File: src/hdl/ipv4_longest_prefix_route_table_macros.svh
// ----------------------------------------------------------------------------
// IPv4 route table assertion macros
// Shared property forms for the route table checks.
// ----------------------------------------------------------------------------
`ifndef IPV4_LONGEST_PREFIX_ROUTE_TABLE_MACROS_SVH
`define IPV4_LONGEST_PREFIX_ROUTE_TABLE_MACROS_SVH

// same-cycle implication
`define LPR_ASSERT_NOW(lbl, ante, cons, msg) \
  lbl: assert property (@(posedge clk) disable iff (!rst_n) (ante) |-> (cons)) \
    else $error(msg);

// next-cycle implication
`define LPR_ASSERT_NEXT(lbl, ante, cons, msg) \
  lbl: assert property (@(posedge clk) disable iff (!rst_n) (ante) |=> (cons)) \
    else $error(msg);

`endif

File: src/hdl/lpr_pkg.sv
// ----------------------------------------------------------------------------
// lpr_pkg
// Types and constants shared by the route table modules.
// ----------------------------------------------------------------------------
package lpr_pkg;

  localparam int ENTRIES_DEF = 64;
  localparam int ADDR_W      = 32;
  localparam int IFC_W       = 4;
  localparam int PLEN_W      = 6;

  localparam logic [1:0] MODE_ADD    = 2'd0;
  localparam logic [1:0] MODE_DEL    = 2'd1;
  localparam logic [1:0] MODE_LOOKUP = 2'd2;

  typedef struct packed {
    logic [1:0]        mode;
    logic [ADDR_W-1:0] address;
    logic [ADDR_W-1:0] mask;
    logic [ADDR_W-1:0] gateway_in;
    logic [IFC_W-1:0]  interface_in;
  } in_item_t;

  typedef struct packed {
    logic              status;
    logic              found;
    logic [ADDR_W-1:0] next_gateway;
    logic [IFC_W-1:0]  next_interface;
    logic [PLEN_W-1:0] match_length;
  } out_item_t;

  typedef enum logic [2:0] {
    ST_CLEAR,
    ST_IDLE,
    ST_SCAN,
    ST_DRAIN,
    ST_FINISH
  } state_t;

  typedef struct packed {
    logic load;
    logic clear_wr;
    logic scan_rd;
    logic finish;
  } ctrl_cmd_t;

  typedef struct packed {
    logic cnt_last;
  } dp_status_t;

endpackage

File: src/hdl/lpr_ctrl.sv
// ----------------------------------------------------------------------------
// lpr_ctrl
// Sequencer: clearing pass after reset, then one table scan per item.
// ----------------------------------------------------------------------------
module lpr_ctrl (
  input  logic                clk,
  input  logic                rst_n,
  input  logic                start,
  input  lpr_pkg::dp_status_t stat,
  output logic                busy,
  output lpr_pkg::ctrl_cmd_t  cmd
);
  import lpr_pkg::*;

  state_t state_r;
  state_t state_nxt;

  always_ff @(posedge clk) begin
    if (!rst_n) begin
      state_r <= ST_CLEAR;
    end else begin
      state_r <= state_nxt;
    end
  end

  always_comb begin
    state_nxt = state_r;
    unique case (state_r)
      ST_CLEAR: begin
        if (stat.cnt_last) state_nxt = ST_IDLE;
      end
      ST_IDLE: begin
        if (start) state_nxt = ST_SCAN;
      end
      ST_SCAN: begin
        if (stat.cnt_last) state_nxt = ST_DRAIN;
      end
      ST_DRAIN:  state_nxt = ST_FINISH;
      ST_FINISH: state_nxt = ST_IDLE;
      default:   state_nxt = ST_CLEAR;
    endcase
  end

  always_comb begin
    cmd          = '0;
    busy         = 1'b1;
    cmd.clear_wr = (state_r == ST_CLEAR);
    cmd.scan_rd  = (state_r == ST_SCAN);
    cmd.finish   = (state_r == ST_FINISH);
    if (state_r == ST_IDLE) begin
      busy     = 1'b0;
      cmd.load = start;
    end
  end

endmodule

File: config.mk
export PLATFORM = sky130hd
export DESIGN_NAME = lpr_ctrl
export DESIGN_NICKNAME = d
export VERILOG_FILES = /design/src/hdl/ipv4_longest_prefix_route_table_macros.svh /design/src/hdl/lpr_pkg.sv /design/src/hdl/lpr_ctrl.sv
export SDC_FILE = /design/constraint.sdc
export NUM_CORES = 1
export LEC_CHECK = 0
export ABC_AREA = 1
export BUFFER_PORTS_ARGS = -buffer_cell sky130_fd_sc_hd__buf_2
export CORE_AREA = 2 2 39 41
export DETAILED_ROUTE_END_ITERATION = 7
export DIE_AREA = 0 0 41 43
export HOLD_SLACK_MARGIN = 0.06
export PLACE_DENSITY = 0.3
export SETUP_SLACK_MARGIN = 0.05
export SLEW_MARGIN = 10
export SYNTH_ARGS = -nofsm -noshare
export SYNTH_HDL_FRONTEND = slang
export SYNTH_SLANG_ARGS = --single-unit
File: constraint.sdc
create_clock -name clk -period 1.1 [get_ports clk]
set_input_delay 0.11 -clock clk [delete_from_list [all_inputs] [get_ports clk]]
set_output_delay 0.11 -clock clk [all_outputs]
set_load 0.01 [all_outputs]
==> impl_metrics.yaml, run 1 <==
status:
  outcome: "finished, violations left"
  violations: "setup timing"
layout:
  area_growth_pct: 63.5
  largest_reg_flops: 3
  regMostFlops: "state_r"
  top_regs: "state_r: 3 flops"
  finalCoreUtilization: 0.219
  drive_above_1_share: 0.558
  final_nets: 48
  antennaDiodeCount: 0
  num-fill-cells: 166
  fin_cells: 59
floorplanning:
  die_h_um: 43
  ioPinCount: 9
  rows: 14
  core_area_um2: 1380
  dieArea_um2: 1760
  die_x_um: 41
  start_util: 0.134
critical_path:
  crit_arrival_ns: 1.01
  timing.rr.end: "state_r[1]"
  r2r_start: "state_r[0]"
  crit_required_ns: 0.99
  cp.buffers_inverters: 2
  cp_slowest_cell: "dfxtp_4"
  cp_top_family: "flip-flops"
  cp_max_fo: 4
  worstSetupStartpointType: "register"
  slowest_delay_ns: 0.37
  endpoint_kind: "primary output"
  r2r_cells: 6
  crit_type: "reg2out"
  rrSetupSlack_ns: 0.12
  crit_chain: "inv_4 > nor2_4 > nand2_2 > nor2_2 > buf_2"
global_route:
  track_usage: 0.0802
  grt_pass1_vias: 221
  grt_pass1_wl_um: 834
  grt_overflow: 0
  antenna_found_initial: 0
  grt_max_degree: 6
pwr:
  leakagePower_uw: 0.000158
  peakVddDrop_mv: 0.389
  p_per_area_nw_per_um2: 1440
  total_power_uw: 436
synth:
  synth_cell_type_count: 13
  syn_inst: 29
  synthesis.area_um2: 185
  yosys_warnings: 0
  yosysSeqAreaShare: 0.324
  ys_ff_latch: 3
  syn_avg_cell_area_um2: 6.39
  postSynthNetCount: 33
routing:
  vias: 217
  wl_um: 470
  drc: 0
  drt_iter0_drc: 4
  firstDrtPassIters: 2
  via_per_inst: 3.68
  detail_route.wl_per_cell_um: 7.97
  antenna_left: 0
job:
  max_cap_violations: 0
worst_hold_path:
  hold_path_depth: 3
  worstHoldStart: "rst_n"
  hold_class: "in2reg"
  hold_end: "state_r[2]"
clock_tree:
  cts.sinks: 3
  cts_buffers: 3
  worstSkewPairLatency_ns: 0.23
  cts_tree: "yes"
  root_buffer: "clkbuf_4"
  clock_path_buffers: 2
  clk_pin_slew_ns: 0.04
  htree_levels: 1
placed_design:
  dp_slack_ns: 0.150
  place_congestion: 0.744
  numPortBuffers: 8
  numPlacedInstances: 53
timing:
  post-route-period-util: 1.02
  layout_min_cycle_time_ns: 1.12
  rsz0062_at_grt: "true"
  drv_slew: 0
  whs_ns: 0.119
  setup_ws_ns: -0.0223
  final-hold-violation-count: 0
  clock.fmax_mhz: 891
  fin_skew_ns: 0.00159
  setup_viol: 2
  worstMarginPinSlew_ns: 0.169
  slew_headroom: 0.886
## worst max-delay path by stage
stage,to,cells after the start,from,slack (ns)
after CTS,cmd[3],5,state_r[0],-0.06
after floorplan,cmd[3],4,state_r[0],0.22
after global routing,cmd[3],5,state_r[0],-0.13
final,cmd[3],5,state_r[0],-0.02
after detailed placement,state_r[0],5,state_r[1],0.15
after global placement,state_r[1],5,state_r[0],0.12
## per-stage QoR
step	instance area, um^2	setup TNS, ns
floorplan	185	0
global placement	245	0
detailed placement	245	0
CTS	294	-0.0573
global route	303	-0.252
finish	303	-0.0307
## metal layers
| layer | GRT usage | vias to the layer above | wire length [um] |
|---|---|---|---|
| met3 | 0.0471 | 0 | 30 |
| met2 | 0.0938 | 5 | 241 |
| met1 | 0.0831 | 98 | 199 |
| met4 | 0.100 | 0 | 0 |
| met5 | 0 | - | 0 |
| li1 | - | 114 | - |
## report_power, final
group          switching (uW)  internal, uW  leakage, uW  total [uW]
Clock                    55.0           136    0.0000150         191
Sequential               12.8           118    0.0000264         131
Combinational            62.8          50.8     0.000117         114
## worst reg2reg max path: stages, from the launching register on
cell     delay (ns)
dfxtp_4        0.37
inv_4          0.04
nor2_4         0.09
buf_4          0.12
nand3_1        0.08
a21oi_1        0.14
nor2_1         0.05
## synthesized netlist by cell type
cell type	count	area share
nand2_2	2	0.068
nand3_2	1	0.054
nand3_1	1	0.027
nor3_1	2	0.054
o21ai_0	1	0.027
inv_2	1	0.020
dfxtp_1	3	0.32
nor2_4	1	0.061
a21oi_1	1	0.027
nor2_2	1	0.034
nor2_1	4	0.081
inv_1	6	0.12
nand2_1	5	0.10
## cell type report
class | instances | area, um^2 | area share
clock buffer | 4 | 26.3 | 0.0868
tap | 16 | 20.0 | 0.0661
timing repair buffer | 10 | 55.1 | 0.182
multi-input combinational | 19 | 104 | 0.343
sequential | 3 | 68.8 | 0.227
inverter | 7 | 28.8 | 0.0950
## cell usage in the layout, fill, tap and decap left out, types with 2 or more instances in the layout
| master | instances |
|---|---|
| inv_1 | 6 |
| nor2_2 | 3 |
| nor3_1 | 2 |
| nand2_1 | 5 |
| buf_4 | 2 |
| nand2_2 | 2 |
| clkbuf_4 | 3 |
| nor2_1 | 2 |
| buf_2 | 8 |
| dfxtp_4 | 2 |
## repair_timing
item / in CTS / in global routing
resized for setup: 4 / 4
buffers inserted: 2 / 0
pin swaps: 1 / 2
endpoints found under the setup margin: 4 / 7
hold buffers: 0 / 0
## cells by family after synthesis
family	count (synthesis)	synth area share
simple gates	17	0.480
buf+inv	7	0.142
flops	3	0.324
compound gates	2	0.0540
No activity file was read; power rests on OpenSTA's default activity.
==> run 2: changes to the inputs <==
--- a/config.mk
+++ b/config.mk
@@ -13,4 +13,5 @@
 export HOLD_SLACK_MARGIN = 0.06
 export PLACE_DENSITY = 0.3
+export REMOVE_ABC_BUFFERS = 1
 export SETUP_SLACK_MARGIN = 0.05
 export SLEW_MARGIN = 10
==> constraint.sdc (replaced) <==
create_clock -name clk -period 1.1 [get_ports clk]
set_input_delay 0.055 -clock clk [delete_from_list [all_inputs] [get_ports clk]]
set_output_delay 0.055 -clock clk [all_outputs]
set_load 0.01 [all_outputs]
==> run 2 against run 1 <==
Against the previous run:
- worst setup slack better by 0.054 ns
- critical path depth is the same
- critical endpoint unchanged
- first-iteration DRC count is the same
- register-to-register slack about the same
- fmax grew 5.0%
- global-route usage down 1.0 points
- clock power increased by 5%
- sequential share of layout area shrank 2.4 points
- sequential cell count unchanged
- clock skew is 0.0057 ns higher
- hold slack gained 0.055 ns
- routed wire length is 0.85% higher
- highest routed layer is now met4
- the flow now finishes without violations
==> impl_metrics.yaml, run 2 (synthesis gave the netlist of run 1 again) <==
layout:
  final_cell_area_um2: 333
  drive_above_1_share: 0.565
  regMostFlops: "state_r"
  area_growth_pct: 79.7
  final_cell_mix: "buf_2 (8), inv_1 (6), nand2_1 (5)"
  fin_cells: 62
  top_regs: "state_r: 3 flops"
  final_common_cell: "buf_2"
  finalCoreUtilization: 0.241
  final_nets: 51
  antennaDiodeCount: 0
  largest_reg_flops: 3
floorplanning:
  rows: 14
  dieArea_um2: 1760
  die_x_um: 41
  ioPinCount: 9
  core_area_um2: 1380
  die_h_um: 43
  start_util: 0.134
timing:
  rsz0062_at_grt: "true"
  fin_skew_ns: 0.00727
  setup_ws_ns: 0.0314
  final-hold-violation-count: 0
  layout_min_cycle_time_ns: 1.07
  clock.fmax_mhz: 936
  slew_headroom: 0.900
  post-route-period-util: 0.971
  drv_slew: 0
  setup_viol: 0
  worstMarginPinSlew_ns: 0.149
critical_path:
  cp.buffers_inverters: 2
  worstSetupStartpointType: "register"
  slowest_delay_ns: 0.37
  crit_chain: "inv_4 > nor2_4 > nand2_2 > nor2_1 > buf_2"
  cp_slowest_cell: "dfxtp_4"
  r2r_start: "state_r[0]"
  endpoint_kind: "primary output"
  crit_type: "reg2out"
  cp_max_fo: 4
  crit_required_ns: 1.04
  cp_top_family: "flip-flops"
  r2r_cells: 6
  timing.rr.end: "state_r[1]"
  rrSetupSlack_ns: 0.11
  crit_arrival_ns: 1.01
clock_tree:
  root_buffer: "clkbuf_4"
  clock_path_buffers: 2
  clk_pin_slew_ns: 0.04
  worstSkewPairLatency_ns: 0.24
  cts_buffers: 3
  cts_tree: "yes"
  cts.sinks: 3
  htree_levels: 1
placed_design:
  numPortBuffers: 8
  place_hpwl_um: 339
  postPlaceCellArea_um2: 253
  place_congestion: 0.695
  numPlacedInstances: 54
  dp_slack_ns: 0.174
status:
  outcome: "finished clean"
worst_hold_path:
  hold_class: "in2reg"
  hold_end: "state_r[0]"
  hold_path_depth: 5
  worstHoldStart: "stat"
routing:
  drc: 0
  vias: 238
  drt_iter0_drc: 4
  firstDrtPassIters: 2
  wl_um: 474
  via_per_inst: 3.84
  detail_route.wl_per_cell_um: 7.65
  antenna_left: 0
pwr:
  p_per_area_nw_per_um2: 1390
  peakVddDrop_mv: 0.408
  leakagePower_uw: 0.000173
global_route:
  grt_max_degree: 5
  track_usage: 0.0701
  grt_overflow: 0
  grt_pass1_vias: 213
  antenna_found_initial: 0
  grt_pass1_wl_um: 752
job:
  max_cap_violations: 0
## run 2: changes by cell type in the layout (fill, tap and decap cells not counted)
cell	change
buf_4	+2
a21oi_1	-1
a21oi_2	+1
dfxtp_1	+1
dfxtp_2	-1
dlygate4sd3_1	+1
nor2_1	+1
nor2_2	-1
nor3_1	-1
nor3_2	+1
## run 2: cell type report
class                      count  area, um^2
fill                         162        1050
multi-input combinational     19         110
sequential                     3        67.6
timing repair buffer          13        80.1
inverter                       7        28.8
clock buffer                   4        26.3
tap                           16        20.0
## run 2: worst max-delay path by stage
stage / start / endpoint / slack (ns) / cells after the start
CTS: state_r[0] / cmd[3] / -0.0001 / 5
detailed placement: state_r[0] / state_r[1] / 0.17 / 5
global placement: state_r[2] / state_r[1] / 0.16 / 4
finish: state_r[0] / cmd[3] / 0.03 / 5
global route: state_r[1] / cmd[2] / -0.02 / 3
floorplan: state_r[0] / state_r[1] / 0.24 / 5
## run 2: routing by layer
metal / vias up / global-route usage / share of wire
met3: 2 / 0.0628 / 0.089
met5: - / 0 / 0
met4: 0 / 0.0600 / 0.021
met2: 8 / 0.0906 / 0.51
met1: 108 / 0.0639 / 0.38
li1: 120 / - / -
## run 2: through the flow
stage	power (uW)	TNS (ns)	hold WS [ns]
final	461	0	0.174
after global routing	496	-0.0362	0.191
after CTS	465	-0.0000959	0.161
after detailed placement	236	0	0.315
after global placement	238	0	0.318
after floorplan	197	0	0.175
## run 2: worst register-to-register path, cell delays in order (launching register included)
cell	delay (ns)
dfxtp_4	0.37
inv_4	0.04
nor2_4	0.08
buf_4	0.12
nand3_1	0.10
a21oi_2	0.13
nor2_1	0.04
## run 2: power breakdown
group	internal [uW]	switching (uW)	total (uW)
logic	63.7	69.6	133
registers	117	9.85	127
clock network	136	64.5	201
total	317	144	461
## run 2: timing repair
item,in CTS,in global routing
hold buffers,1,0
gates cloned,0,0
hold endpoints to repair,1,0
pin swaps,2,2
gates resized for setup,3,5
setup endpoints to repair,4,6
setup buffers,3,0
